### src/hw/rtl/swmm_pkg.sv
`timescale 1ns / 1ps
`default_nettype none

package swmm_pkg;

	localparam int DATA_W         = 8;
	localparam int LEN_W          = 7;
	localparam int MAX_WINDOW_DEF = 64;
	localparam int LEN_RESET      = 64;

	// commands from the controller to the datapath, at most one per cycle
	typedef struct packed {
		logic load_len;  // take new length, restart from an empty window
		logic clr_wr;    // zero one store entry of the clearing pass
		logic take;      // latch the input word, read the entry to overwrite
		logic update;    // write the sample, advance the position, fold it in
		logic scan_rd;   // read one entry of the rescan
		logic apply;     // copy rescan results into the flagged limits
		logic publish;   // load the output register
	} cmd_t;

	// status from the datapath to the controller
	typedef struct packed {
		logic clr_last;     // clearing pass at its last entry
		logic scan_last;    // rescan at its last entry
		logic need_rescan;  // overwritten entry equals a running limit
	} sts_t;

endpackage

`default_nettype wire

### src/hw/rtl/swmm_dpath.sv
`timescale 1ns / 1ps
`default_nettype none

module swmm_dpath #(
	parameter int MAX_WINDOW = swmm_pkg::MAX_WINDOW_DEF
) (
	input  wire logic                         clk,
	input  wire logic                         arst_n,
	input  wire swmm_pkg::cmd_t               cmd,
	output swmm_pkg::sts_t                    sts,
	input  wire logic [swmm_pkg::LEN_W-1:0]   cfg_len,
	input  wire logic [swmm_pkg::DATA_W-1:0]  sample,
	output logic      [swmm_pkg::DATA_W-1:0]  window_min,
	output logic      [swmm_pkg::DATA_W-1:0]  window_max
);

	localparam int IDX_W   = (MAX_WINDOW > 1) ? $clog2(MAX_WINDOW) : 1;
	localparam int CNT_W   = $clog2(MAX_WINDOW + 1);
	localparam int RST_LEN = (swmm_pkg::LEN_RESET > MAX_WINDOW) ? MAX_WINDOW
	                                                            : swmm_pkg::LEN_RESET;

	logic [swmm_pkg::DATA_W-1:0] mem [MAX_WINDOW];
	logic [swmm_pkg::DATA_W-1:0] rd_q;
	logic [swmm_pkg::DATA_W-1:0] sample_q;
	logic [swmm_pkg::DATA_W-1:0] max_q, min_q;
	logic [swmm_pkg::DATA_W-1:0] acc_max_q, acc_min_q;
	logic [swmm_pkg::DATA_W-1:0] out_min_q, out_max_q;
	logic [CNT_W-1:0]            len_q;
	logic [IDX_W-1:0]            pos_q, cnt_q;
	logic                        rmax_q, rmin_q, acc_first_q, scan_vld_s1;

	logic [CNT_W-1:0]            new_len;
	logic                        rd_en, wr_en;
	logic [IDX_W-1:0]            rd_addr, wr_addr;
	logic [swmm_pkg::DATA_W-1:0] wr_data;
	logic                        hit_max, hit_min;
	logic                        pos_wrap;

	// length clamp: zero counts as one, saturate at the store depth
	always_comb begin
		if (cfg_len == '0) begin
			new_len = CNT_W'(1);
		end else if (32'(cfg_len) > 32'(MAX_WINDOW)) begin
			new_len = CNT_W'(MAX_WINDOW);
		end else begin
			new_len = CNT_W'(cfg_len);
		end
	end

	assign hit_max  = (rd_q == max_q);
	assign hit_min  = (rd_q == min_q);
	assign pos_wrap = (CNT_W'(pos_q) + CNT_W'(1)) >= len_q;

	assign sts.clr_last    = (CNT_W'(cnt_q) == len_q - CNT_W'(1));
	assign sts.scan_last   = (CNT_W'(cnt_q) == len_q - CNT_W'(1));
	assign sts.need_rescan = hit_max || hit_min;

	assign rd_en   = cmd.take || cmd.scan_rd;
	assign rd_addr = cmd.take ? pos_q : cnt_q;
	assign wr_en   = cmd.clr_wr || cmd.update;
	assign wr_addr = cmd.update ? pos_q : cnt_q;
	assign wr_data = cmd.update ? sample_q : '0;

	// single-port store, registered read
	always_ff @(posedge clk) begin
		if (wr_en) begin
			mem[wr_addr] <= wr_data;
		end
		if (rd_en) begin
			rd_q <= mem[rd_addr];
		end
	end

	always_ff @(posedge clk or negedge arst_n) begin
		if (!arst_n) begin
			len_q       <= CNT_W'(RST_LEN);
			pos_q       <= '0;
			cnt_q       <= '0;
			max_q       <= '0;
			min_q       <= '0;
			rmax_q      <= 1'b0;
			rmin_q      <= 1'b0;
			acc_first_q <= 1'b1;
			scan_vld_s1 <= 1'b0;
		end else begin
			scan_vld_s1 <= cmd.scan_rd;
			if (cmd.load_len) begin
				len_q <= new_len;
				pos_q <= '0;
				cnt_q <= '0;
				max_q <= '0;
				min_q <= '0;
			end
			if (cmd.clr_wr || cmd.scan_rd) begin
				cnt_q <= cnt_q + IDX_W'(1);
			end
			if (cmd.update) begin
				pos_q       <= pos_wrap ? '0 : pos_q + IDX_W'(1);
				cnt_q       <= '0;
				rmax_q      <= hit_max;
				rmin_q      <= hit_min;
				acc_first_q <= 1'b1;
				if (!hit_max && (sample_q > max_q)) begin
					max_q <= sample_q;
				end
				if (!hit_min && (sample_q < min_q)) begin
					min_q <= sample_q;
				end
			end
			// rescan accumulation, one entry per cycle behind the read
			if (scan_vld_s1) begin
				acc_first_q <= 1'b0;
				if (acc_first_q || (rd_q > acc_max_q)) begin
					acc_max_q <= rd_q;
				end
				if (acc_first_q || (rd_q < acc_min_q)) begin
					acc_min_q <= rd_q;
				end
			end
			if (cmd.apply) begin
				if (rmax_q) begin
					max_q <= acc_max_q;
				end
				if (rmin_q) begin
					min_q <= acc_min_q;
				end
			end
		end
	end

	always_ff @(posedge clk) begin
		if (cmd.take) begin
			sample_q <= sample;
		end
		if (cmd.publish) begin
			out_min_q <= min_q;
			out_max_q <= max_q;
		end
	end

	assign window_min = out_min_q;
	assign window_max = out_max_q;

endmodule

`default_nettype wire

### src/hw/rtl/swmm_ctrl.sv
`timescale 1ns / 1ps
`default_nettype none

module swmm_ctrl (
	input  wire logic           clk,
	input  wire logic           arst_n,
	input  wire logic           cfg_wr_en,
	input  wire logic           in_valid,
	output logic                in_ready,
	output logic                out_valid,
	input  wire logic           out_ready,
	output swmm_pkg::cmd_t      cmd,
	input  wire swmm_pkg::sts_t sts
);

	typedef enum logic [2:0] {
		ST_CLEAR,
		ST_IDLE,
		ST_UPDATE,
		ST_SCAN,
		ST_DRAIN,
		ST_APPLY,
		ST_PUBLISH
	} state_t;

	state_t state_q;
	logic   out_valid_q;
	logic   out_free;
	logic   accept;

	assign out_free  = !out_valid_q || out_ready;
	// a length write restarts the block, so no word is taken in that cycle
	assign in_ready  = (state_q == ST_IDLE) && !cfg_wr_en;
	assign accept    = in_valid && in_ready;
	assign out_valid = out_valid_q;

	always_comb begin
		cmd = '0;
		if (cfg_wr_en) begin
			cmd.load_len = 1'b1;
		end else begin
			unique case (state_q)
				ST_CLEAR:   cmd.clr_wr  = 1'b1;
				ST_IDLE:    cmd.take    = accept;
				ST_UPDATE:  cmd.update  = 1'b1;
				ST_SCAN:    cmd.scan_rd = 1'b1;
				ST_DRAIN:   cmd         = '0;
				ST_APPLY:   cmd.apply   = 1'b1;
				ST_PUBLISH: cmd.publish = out_free;
				default:    cmd         = '0;
			endcase
		end
	end

	always_ff @(posedge clk or negedge arst_n) begin
		if (!arst_n) begin
			state_q     <= ST_CLEAR;
			out_valid_q <= 1'b0;
		end else begin
			if (cmd.publish) begin
				out_valid_q <= 1'b1;
			end else if (out_ready) begin
				out_valid_q <= 1'b0;
			end
			if (cfg_wr_en) begin
				state_q <= ST_CLEAR;
			end else begin
				unique case (state_q)
					ST_CLEAR: begin
						if (sts.clr_last) begin
							state_q <= ST_IDLE;
						end
					end
					ST_IDLE: begin
						if (accept) begin
							state_q <= ST_UPDATE;
						end
					end
					ST_UPDATE: begin
						state_q <= sts.need_rescan ? ST_SCAN : ST_PUBLISH;
					end
					ST_SCAN: begin
						if (sts.scan_last) begin
							state_q <= ST_DRAIN;
						end
					end
					ST_DRAIN: state_q <= ST_APPLY;
					ST_APPLY: state_q <= ST_PUBLISH;
					ST_PUBLISH: begin
						if (out_free) begin
							state_q <= ST_IDLE;
						end
					end
					default: state_q <= ST_CLEAR;
				endcase
			end
		end
	end

	a_cmd_onehot: assert property (@(posedge clk) disable iff (!arst_n)
		$onehot0(cmd))
		else $error("more than one datapath command in a cycle");

	a_publish_free: assert property (@(posedge clk) disable iff (!arst_n)
		cmd.publish |-> (!out_valid_q || out_ready))
		else $error("output register loaded while a word waits");

	a_accept_update: assert property (@(posedge clk) disable iff (!arst_n)
		(accept && !cfg_wr_en) |=> (state_q == ST_UPDATE))
		else $error("accepted word not followed by update");

	a_valid_rise: assert property (@(posedge clk) disable iff (!arst_n)
		$rose(out_valid_q) |-> $past(cmd.publish))
		else $error("output valid without a publish");

endmodule

`default_nettype wire

### src/hw/rtl/sliding_window_min_max.sv
// Sliding-window minimum and maximum over unsigned 8-bit samples. Each input
// word overwrites the oldest entry of a ring of window_length entries and
// yields one output word with the smallest and largest value in the window;
// the store and both limits start at zero, so early results include zeros.
// Timing: a word whose overwritten entry matches neither limit passes through
// accept, update and publish, and the output is registered at publish; when it
// matches a limit the window is rescanned one entry per cycle through the
// single-port store after update, then drain and apply come before publish.
// The next word is accepted once the result sits in the output register,
// even if it has not been taken. After reset and after every window_length
// write a clearing pass zeroes the store, one entry per cycle over
// window_length entries (64 after reset), during which no word is accepted.
// window_length is to be written by the user only while the block is idle;
// the block does not enforce it. No word is accepted in the cycle of the write.
`timescale 1ns / 1ps
`default_nettype none

module sliding_window_min_max #(
	parameter int MAX_WINDOW = swmm_pkg::MAX_WINDOW_DEF
) (
	input  wire logic                         clk,
	input  wire logic                         arst_n,
	// window length register, 0 reads as 1, above MAX_WINDOW saturates
	input  wire logic                         cfg_wr_en,
	input  wire logic [swmm_pkg::LEN_W-1:0]   cfg_wr_data,
	// input words
	input  wire logic                         s_axis_tvalid,
	output logic                              s_axis_tready,
	input  wire logic [7:0]                   s_axis_tdata,   // [7:0] sample
	// result words
	output logic                              m_axis_tvalid,
	input  wire logic                         m_axis_tready,
	output logic      [15:0]                  m_axis_tdata    // [7:0] window_min, [15:8] window_max
);

	swmm_pkg::cmd_t cmd;
	swmm_pkg::sts_t sts;

	logic [swmm_pkg::DATA_W-1:0] window_min;
	logic [swmm_pkg::DATA_W-1:0] window_max;

	// sequencing: clearing pass, update, rescan, output handshake
	swmm_ctrl u_ctrl (
		.clk       (clk),
		.arst_n    (arst_n),
		.cfg_wr_en (cfg_wr_en),
		.in_valid  (s_axis_tvalid),
		.in_ready  (s_axis_tready),
		.out_valid (m_axis_tvalid),
		.out_ready (m_axis_tready),
		.cmd       (cmd),
		.sts       (sts)
	);

	// sample store, write position, running limits, output register
	swmm_dpath #(
		.MAX_WINDOW (MAX_WINDOW)
	) u_dpath (
		.clk        (clk),
		.arst_n     (arst_n),
		.cmd        (cmd),
		.sts        (sts),
		.cfg_len    (cfg_wr_data),
		.sample     (s_axis_tdata[swmm_pkg::DATA_W-1:0]),
		.window_min (window_min),
		.window_max (window_max)
	);

	assign m_axis_tdata = {window_max, window_min};

endmodule

`default_nettype wire

### config.mk
export PLATFORM = sky130hd
export DESIGN_NAME = sliding_window_min_max
export DESIGN_NICKNAME = d
export VERILOG_FILES = /design/src/hw/rtl/swmm_pkg.sv /design/src/hw/rtl/swmm_dpath.sv /design/src/hw/rtl/swmm_ctrl.sv /design/src/hw/rtl/sliding_window_min_max.sv
export SDC_FILE = /design/constraint.sdc
export NUM_CORES = 1
export LEC_CHECK = 0
export BUFFER_PORTS_ARGS = -buffer_cell sky130_fd_sc_hd__buf_2
export CAP_MARGIN = 5
export CORE_ASPECT_RATIO = 1.1
export CORE_MARGIN = 2
export CORE_UTILIZATION = 60
export CTS_CLUSTER_DIAMETER = 150
export CTS_CLUSTER_SIZE = 24
export DETAILED_ROUTE_END_ITERATION = 6
export GPL_TIMING_DRIVEN = 1
export PLACE_DENSITY_LB_ADDON = 0.12
export SLEW_MARGIN = 5
export SYNTH_ARGS = -nofsm -noshare
export SYNTH_HDL_FRONTEND = slang
export SYNTH_SLANG_ARGS = --single-unit
### constraint.sdc
create_clock -name clk -period 10.1 [get_ports clk]
set_input_delay 0.505 -clock clk [delete_from_list [all_inputs] [get_ports clk]]
set_output_delay 0.505 -clock clk [all_outputs]
set_load 0.05 [all_outputs]
==> results of run 1 <==
==> worst max-delay path, stage by stage (launching register included) <==
cell and delay, ps:
dfrtp_1 470, or4b_4 580, o21ai_0 260, and2_4 690, buf_12 640, mux4_2 680, a22o_1 250, or4_1 490
==> sequential cells by signal (all words and copies together) (netlist names), 6 cells and up <==
register,count
u_dpath.mem,512
u_dpath.acc_min_q,8
u_dpath.window_min,8
u_dpath.sample_q,8
u_dpath.rd_q,8
u_dpath.acc_max_q,8
u_dpath.window_max,8
u_dpath.len_q,7
u_dpath.min_q,8
u_dpath.cnt_q,6
u_dpath.pos_q,6
u_dpath.max_q,8
==> kinds of logic after synthesis <==
group	Yosys count	share of synthesized area
buffers and inverters	112	0.0224
AND/OR/NAND/NOR	363	0.0672
multiplexers	218	0.105
flip-flops	603	0.712
XOR/XNOR	27	0.00941
adder cells (fa/ha/maj)	40	0.0199
AO/OA/AOI/OAI	241	0.0640
==> cell type report <==
class                           instances  area (um2)
Clock buffer                           52         812
Clock inverter                          2        38.8
Fill cell                            2921       14600
Inverter                               44         170
Multi-Input combinational cell        889        6730
Sequential cell                       603       17900
Tap cell                              560         701
Timing Repair Buffer                   61         380
==> what timing repair did <==
action	in CTS	in global routing
endpoints found under the setup margin	0	0
hold buffers	1	0
endpoints found under the hold margin	30	0
==> worst paths after layout <==
path	start	end	slack [ps]	depth (start not counted)
min in group asynchronous	arst_n	u_dpath.max_q[4]$_DFF_PN0_	500	3
max reg2reg	u_ctrl.state_q[2]$_DFFE_PN0P_	u_dpath.rd_q[6]$_DFFE_PP_	5460	7
min reg2reg	u_dpath.rmax_q$_DFFE_PN0P_	u_dpath.rmax_q$_DFFE_PN0P_	490	2
min	s_axis_tdata[4]	u_dpath.sample_q[4]$_DFFE_PN_	60	1
max in group asynchronous	arst_n	u_ctrl.out_valid$_DFFE_PN0P_	9180	3
max	u_ctrl.state_q[2]$_DFFE_PN0P_	u_dpath.rd_q[6]$_DFFE_PP_	5460	7
==> where the power goes <==
part	switching, uW	total [uW]	internal, uW
Clock	754	1310	555
Combinational	710	1150	439
Sequential	75.8	2910	2840
==> layout by cell type (no fill, tap or decap), types with 4 or more instances in the layout <==
cell       count
a211oi_1       6
a21o_1        18
a21oi_1       25
a221oi_1      23
a222oi_1       4
a22o_1         6
a22oi_1        8
a31oi_1       16
and2_2         7
and3_1         7
buf_2         37
buf_4         22
clkbuf_1      23
clkbuf_16     29
dfrtp_1       41
edfxtp_1     560
ha_1          40
inv_1         42
mux2i_1      179
mux4_2        37
nand2_1      117
nand2b_1      14
nand3_1       23
nand4_1       19
nor2_1       113
nor2b_1       11
nor3_1        14
nor3b_1        4
nor4_1        12
o21ai_0       41
o21ai_1        6
o22ai_1       56
o31ai_1       12
or4_1          5
xnor2_1       17
xor2_1        10
==> routing by layer <==
| layer | track usage | vias up |
|---|---|---|
| met5 | 0 | - |
| met4 | 0.112 | 0 |
| met3 | 0.0293 | 118 |
| met2 | 0.435 | 616 |
| met1 | 0.397 | 7232 |
| li1 | - | 6281 |
==> per-stage QoR <==
stage                     hold WS [ps]  std cells  worst slack [ps]   util  power, uW
after floorplan                    209       1604              6620      -       3800
after global placement             451       2156              5030  0.627       4100
after detailed placement           459       2156              5060  0.627       4110
after CTS                         31.0       2211              5510  0.647       5390
after global routing              52.1       2211              5300  0.647       5550
final                             62.2       2211              5460  0.647       5370
==> results.cfg, run 1 <==
[sta]
tightest_slew_ps = 1290
period_needed_ps = 4640
finalHoldViolations = 0
skew_ps = 24.3
setup_tns_ps = 0
fmax_mhz = 216
post-route-period-util = 0.459
drv_slew = 0
setup_viol = 0
rsz0062_at_grt = false
relSlewSlack = 0.137

[final_layout]
fin_area_um2 = 26700
layout-drive-gt1-share = 0.0933
syn_to_final_growth_pct = 6.32
diodes = 0
nets = 1688

[cts]
cts_root_buf = clkbuf_16
htree_levels = 1
post_cts_buffers = 0
clk_pin_slew_ps = 100
cts.repair.resized = 0
cts_made_buffers = 29
cts_tree = done
clock_path_buffers = 3
clk_latency_ps = 610
clock_sinks = 603

[global_routing]
antenna_found_initial = 0
grtUsageTotal = 0.276
grt_pass1_vias = 13700
grt_pass1_wl_um = 87500
grt_max_degree = 140
grt_overflow = 0

[floorplanning]
dieHeight_um = 219
fp.dieW_um = 199
die_area_um2 = 43600
core_area_um2 = 41300
initial_core_util = 0.609
io_pins = 38
rows = 78

[yosys]
yosys.area.top_type = edfxtp_1
avgSynthCellArea_um2 = 15.7
synthTopCellsByCount = 560 x edfxtp_1, 180 x mux2i_1, 117 x nand2_1
synth.most_common_cell = edfxtp_1
ys_async_sr_fraction = 0.0713
synth_edf_count = 560
syn_area_um2 = 25100
syn_inst = 1604
seq_area_frac_synth = 0.712
synthTopCellsByArea = edfxtp_1 67%, mux2i_1 7.2%, dfrtp_1 4.1%, mux4_2 3.3%, ha_1 2.0%
synth_seq_cells = 603
synth_top_area_frac = 0.669
ys_types = 64
synth_warnings = 0
syn-num-nets = 1664
synth_ff_type = edfxtp_1

[status]
outcome = finished, final reports clean

[route]
vias = 14200
top_layer = met4
routed_via_density = 6.44
ant_nets = 0
drc = 0
dr.first_iter.drc_count = 1696
wl_met2_um = 27700
wirelength_um = 59100
wl_per_cell_um = 26.7
wl_met3_um = 4570
drt-met1-wl_um = 24200
drt_pass1_iterations = 5

[setup_path]
critPathMaxFanout = 139
start_kind = flip-flop
cp.arrival_ps = 5000
crit_type = reg -> reg
crit_required_ps = 10470
setup.worst_path.end_class = flip-flop

[place]
io_buffers = 37
dpl.hpwl_um = 37900
dpl_cell_area_um2 = 25900
finalWeightedCongestion = 0.934

[pwr]
p_leak_uw = 0.00965
power.density_nw_per_um2 = 201
peakVddDrop_v = 0.000190

[worst_hold_path]
hold_class = in -> reg

[flow_run]
cap_violations = 0
Note: power is estimated with default switching activity, not from simulation.
==> run 2, diff against run 1 <==
- CORE_UTILIZATION: 60 -> 57
- clock period: 10.1 -> 3.98 ns (I/O delays scaled with it)
==> results.cfg, run 2 (synthesis results as in run 1) <==
[status]
outcome = finished, final reports clean

[global_routing]
grtUsageTotal = 0.264
grt_pass1_vias = 14000
grt_overflow = 0
grt_max_degree = 65
antenna_found_initial = 1
grt_pass1_wl_um = 89400

[cts]
htree_levels = 1
cts_tree = done
cts_root_buf = clkbuf_16
clk_latency_ps = 620
clk_pin_slew_ps = 100
clock_path_buffers = 3
cts_made_buffers = 29
clock_sinks = 603

[setup_path]
reg2reg_from = u_ctrl.state_q[2]$_DFFE_PN0P_
reg2reg_to = u_dpath.rd_q[0]$_DFFE_PP_
cp_top_family = simple AND/OR/NAND/NOR gates
start_kind = flip-flop
crit_type = reg -> reg
rrSetupSlack_ps = 250
path_cells = or4b_4 -> o21ai_0 -> and2_4 -> buf_12 -> buf_4 -> mux2i_1 -> a222oi_1 -> a22o_1 -> a21oi_1 -> nand4_1
crit_buf_inv = 2
slowest_stage = or4b_4
critPathMaxFanout = 40
r2r_cells = 10
crit_required_ps = 4340
cpPeakStageDelay_ps = 550
cp.arrival_ps = 4080
setup.worst_path.end_class = flip-flop

[floorplanning]
rows = 80
fp.dieW_um = 204
die_area_um2 = 45800
initial_core_util = 0.579
dieHeight_um = 224
io_pins = 38
core_area_um2 = 43400

[worst_hold_path]
hold_class = in -> reg
whs_endpoint = u_dpath.len_q[0]$_DFFE_PN0P_
hold_depth = 6
hp-start = cfg_wr_data[1]

[sta]
setup_tns_ps = 0
finalHoldViolations = 0
drv_slew = 0
holdWs_ps = 76.1
setup_viol = 0
fmax_mhz = 268
post-route-period-util = 0.936
rsz0062_at_grt = false
relSlewSlack = 0.199
tightest_slew_ps = 1190
period_needed_ps = 3730
skew_ps = 19.2

[final_layout]
syn_to_final_growth_pct = 9.89
largest_reg_flops = 512
nets = 1793
multi_input_area_um2 = 6720
layout-drive-gt1-share = 0.137
largest-register = u_dpath.mem
diodes = 0
regArea_um2 = 17900
fillers = 3102
final_cell_mix = 560 x edfxtp_1, 179 x mux2i_1, 117 x nand2_1, 113 x nor2_1, 104 x buf_4
fin_area_um2 = 27600
final_common_cell = edfxtp_1

[pwr]
power.density_nw_per_um2 = 497
p_leak_uw = 0.0102
peakVddDrop_v = 0.000413

[route]
dr.first_iter.drc_count = 1617
routed_via_density = 6.22
ant_nets = 0
vias = 14500
drc = 0
wirelength_um = 59900
wl_per_cell_um = 25.7
drt_pass1_iterations = 5

[place]
dpl_cell_area_um2 = 26600
io_buffers = 37
dpl.hpwl_um = 40200
finalWeightedCongestion = 0.858

[flow_run]
cap_violations = 0
run 2: layout make-up:
type                       instances  area share
sequential                       603       0.648
timing repair buffer             166      0.0462
tap                              574      0.0260
clock inverter                     2     0.00140
clock buffer                      51      0.0293
inverter                          44     0.00616
multi-input combinational        889       0.243
run 2: how the worst max path moves through the flow:
stage,depth (start not counted),start,slack (ps),to
6_report,10,u_ctrl.state_q[2]$_DFFE_PN0P_,250,u_dpath.rd_q[0]$_DFFE_PP_
5_1_grt,10,u_ctrl.state_q[2]$_DFFE_PN0P_,60,u_dpath.rd_q[1]$_DFFE_PP_
4_1_cts,10,u_ctrl.state_q[2]$_DFFE_PN0P_,260,u_dpath.rd_q[1]$_DFFE_PP_
3_5_place_dp,10,u_ctrl.state_q[2]$_DFFE_PN0P_,320,u_dpath.rd_q[1]$_DFFE_PP_
3_3_place_gp,9,u_ctrl.state_q[2]$_DFFE_PN0P_,340,u_dpath.rd_q[0]$_DFFE_PP_
2_1_floorplan,6,u_ctrl.state_q[2]$_DFFE_PN0P_,730,u_dpath.mem[0][0]$_DFFE_PP_
run 2: per-stage QoR:
stage | cells | setup slack (ps) | power [uW] | util
floorplan | 1604 | 735 | 9650 | -
global placement | 2257 | 336 | 10500 | 0.612
detailed placement | 2257 | 324 | 10500 | 0.612
CTS | 2329 | 256 | 13800 | 0.636
global route | 2329 | 62.8 | 14200 | 0.636
finish | 2329 | 254 | 13700 | 0.636
run 2: worst reg2reg max path, stage by stage, from the launching register on:
cell and delay (ps):
dfrtp_1 390, or4b_4 550, o21ai_0 220, and2_4 440
buf_12 350, buf_4 440, mux2i_1 290, a222oi_1 150
a22o_1 270, a21oi_1 260, nand4_1 110
run 2: metal layers:
metal,wire length [um],track usage
met2,28200,0.417
met5,13,0
met4,1380,0.0633
met1,25600,0.399
met3,4670,0.0322
run 2: power by group:
part           total [uW]  internal [uW]  switching [uW]
sequential           7370           7200             174
combinational        3060           1250            1810
clock                3310           1400            1910
total               13700           9860            3880
run 2: timing repair:
item                      in CTS  in global routing
hold endpoints to repair      58                  0
hold buffers                  19                  0
gates resized for setup        0                  0
buffers inserted               0                  0
==> run 3, diff against run 2 <==
==> constraint.sdc (replaced) <==
create_clock -name clk -period 3.98 [get_ports clk]
set_input_delay 0.398 -clock clk [delete_from_list [all_inputs] [get_ports clk]]
set_output_delay 0.398 -clock clk [all_outputs]
set_load 0.05 [all_outputs]
==> results.cfg, run 3 (synthesis results as in run 1) <==
[final_layout]
fillers = 3127
final_common_cell = edfxtp_1
fin_cells = 2342
nets = 1805
final_cell_mix = 560 x edfxtp_1, 179 x mux2i_1, 125 x buf_4, 117 x nand2_1, 113 x nor2_1
multi_input_area_um2 = 6720
largest-register = u_dpath.mem
regArea_um2 = 17900
fin_area_um2 = 27700
layout-drive-gt1-share = 0.148
diodes = 0
syn_to_final_growth_pct = 10.2
largest_reg_flops = 512

[setup_path]
crit_required_ps = 4300
crit_type = reg -> reg
setup.worst_path.end_class = flip-flop
critPathMaxFanout = 16
cp.arrival_ps = 4180
start_kind = flip-flop

[global_routing]
grt_pass1_vias = 14300
grt_pass1_wl_um = 90000
antenna_found_initial = 0
grt_max_degree = 65
grt_overflow = 0
grtUsageTotal = 0.268

[sta]
setup_viol = 0
relSlewSlack = 0.230
tightest_slew_ps = 1150
post-route-period-util = 0.968
fmax_mhz = 259
rsz0062_at_grt = false
drv_slew = 0
skew_ps = 34.6
period_needed_ps = 3850
holdWs_ps = 53.4
setup_tns_ps = 0
finalHoldViolations = 0

[place]
io_buffers = 37
finalWeightedCongestion = 0.880
dp_cells = 2279
dpl_cell_area_um2 = 26800
dpl.hpwl_um = 40900

[floorplanning]
dieHeight_um = 224
io_pins = 38
rows = 80
die_area_um2 = 45800
fp.dieW_um = 204
core_area_um2 = 43400
initial_core_util = 0.579

[pwr]
peakVddDrop_v = 0.000442
power.density_nw_per_um2 = 497
p_leak_uw = 0.0103

[route]
dr.first_iter.drc_count = 1659
wl_per_cell_um = 25.8
drc = 0
routed_via_density = 6.22
wirelength_um = 60400
drt_pass1_iterations = 5
vias = 14600
ant_nets = 0

[cts]
cts_tree = done
htree_levels = 1
clk_latency_ps = 630
clock_sinks = 603
clk_pin_slew_ps = 110
cts_made_buffers = 29
cts_root_buf = clkbuf_16
cts.repair.resized = 0
clock_path_buffers = 3

[flow_run]
cap_violations = 0

[worst_hold_path]
hold_class = in -> reg

[status]
outcome = finished, final reports clean
-- run 3: cell types whose count changed in the layout (fill, tap and decap cells not counted) --
cell,before,now
buf_12,6,7
buf_4,104,125
clkbuf_1,22,23
dlygate4sd3_1,19,9
-- run 3: worst max-delay path, stage by stage, from the launching register on --
cell,delay [ps]
dfrtp_1,490
or4b_4,540
clkinv_4,100
nand2_4,70
inv_2,110
buf_4,250
mux2i_4,280
buf_4,300
buf_4,260
mux4_2,340
a22o_1,230
a21oi_1,410
nand4_1,150
-- run 3: worst paths after layout --
path / end / slack (ps) / cells after the start / start
worst max-delay path: u_dpath.rd_q[0]$_DFFE_PP_ / 130 / 12 / u_ctrl.state_q[0]$_DFFE_PN0P_
worst min-delay path: u_dpath.len_q[2]$_DFFE_PN0P_ / 50 / 3 / cfg_wr_data[2]
worst max register to register: u_dpath.rd_q[0]$_DFFE_PP_ / 130 / 12 / u_ctrl.state_q[0]$_DFFE_PN0P_
worst min register to register: u_dpath.acc_first_q$_DFFE_PN1P_ / 480 / 1 / u_dpath.scan_vld_s1$_DFF_PN0_
max in group asynchronous: u_dpath.pos_q[5]$_DFFE_PN0P_ / 3090 / 3 / arst_n
min in group asynchronous: u_dpath.max_q[1]$_DFF_PN0_ / 460 / 3 / arst_n
-- run 3: cell type report --
cell class | instances | share of cell area
well taps | 574 | 0.0259
clock inverters | 2 | 0.00140
multi-input cells | 889 | 0.243
repair buffers | 178 | 0.0489
clock buffers | 52 | 0.0293
inverters | 44 | 0.00614
flip-flops and latches | 603 | 0.646
-- run 3: per-layer routing --
layer / global-route usage / up-vias / share of wire
li1: - / 6514 / -
met1: 0.395 / 7320 / 0.42
met2: 0.420 / 642 / 0.47
met3: 0.0316 / 98 / 0.076
met4: 0.0905 / 0 / 0.035
met5: 0 / - / 0
-- run 3: what timing repair did --
item | 4_1_cts | 5_1_grt
buffers inserted | 0 | 0
endpoints found under the hold margin | 49 | 0
hold buffers | 9 | 0
endpoints found under the setup margin | 0 | 0
-- run 3: metrics by stage --
| step | worst slack (ps) | total power [uW] | utilization |
|---|---|---|---|
| 2_1_floorplan | 612 | 9650 | - |
| 3_3_place_gp | 178 | 10500 | 0.616 |
| 3_5_place_dp | 95.6 | 10600 | 0.616 |
| 4_1_cts | 139 | 13800 | 0.638 |
| 5_1_grt | 22.0 | 14300 | 0.638 |
| 6_report | 126 | 13800 | 0.638 |
-- run 3: power by group --
part	switching [uW]	internal [uW]
clock	1890	1410
sequential	183	7200
combinational	1830	1250
total	3900	9860
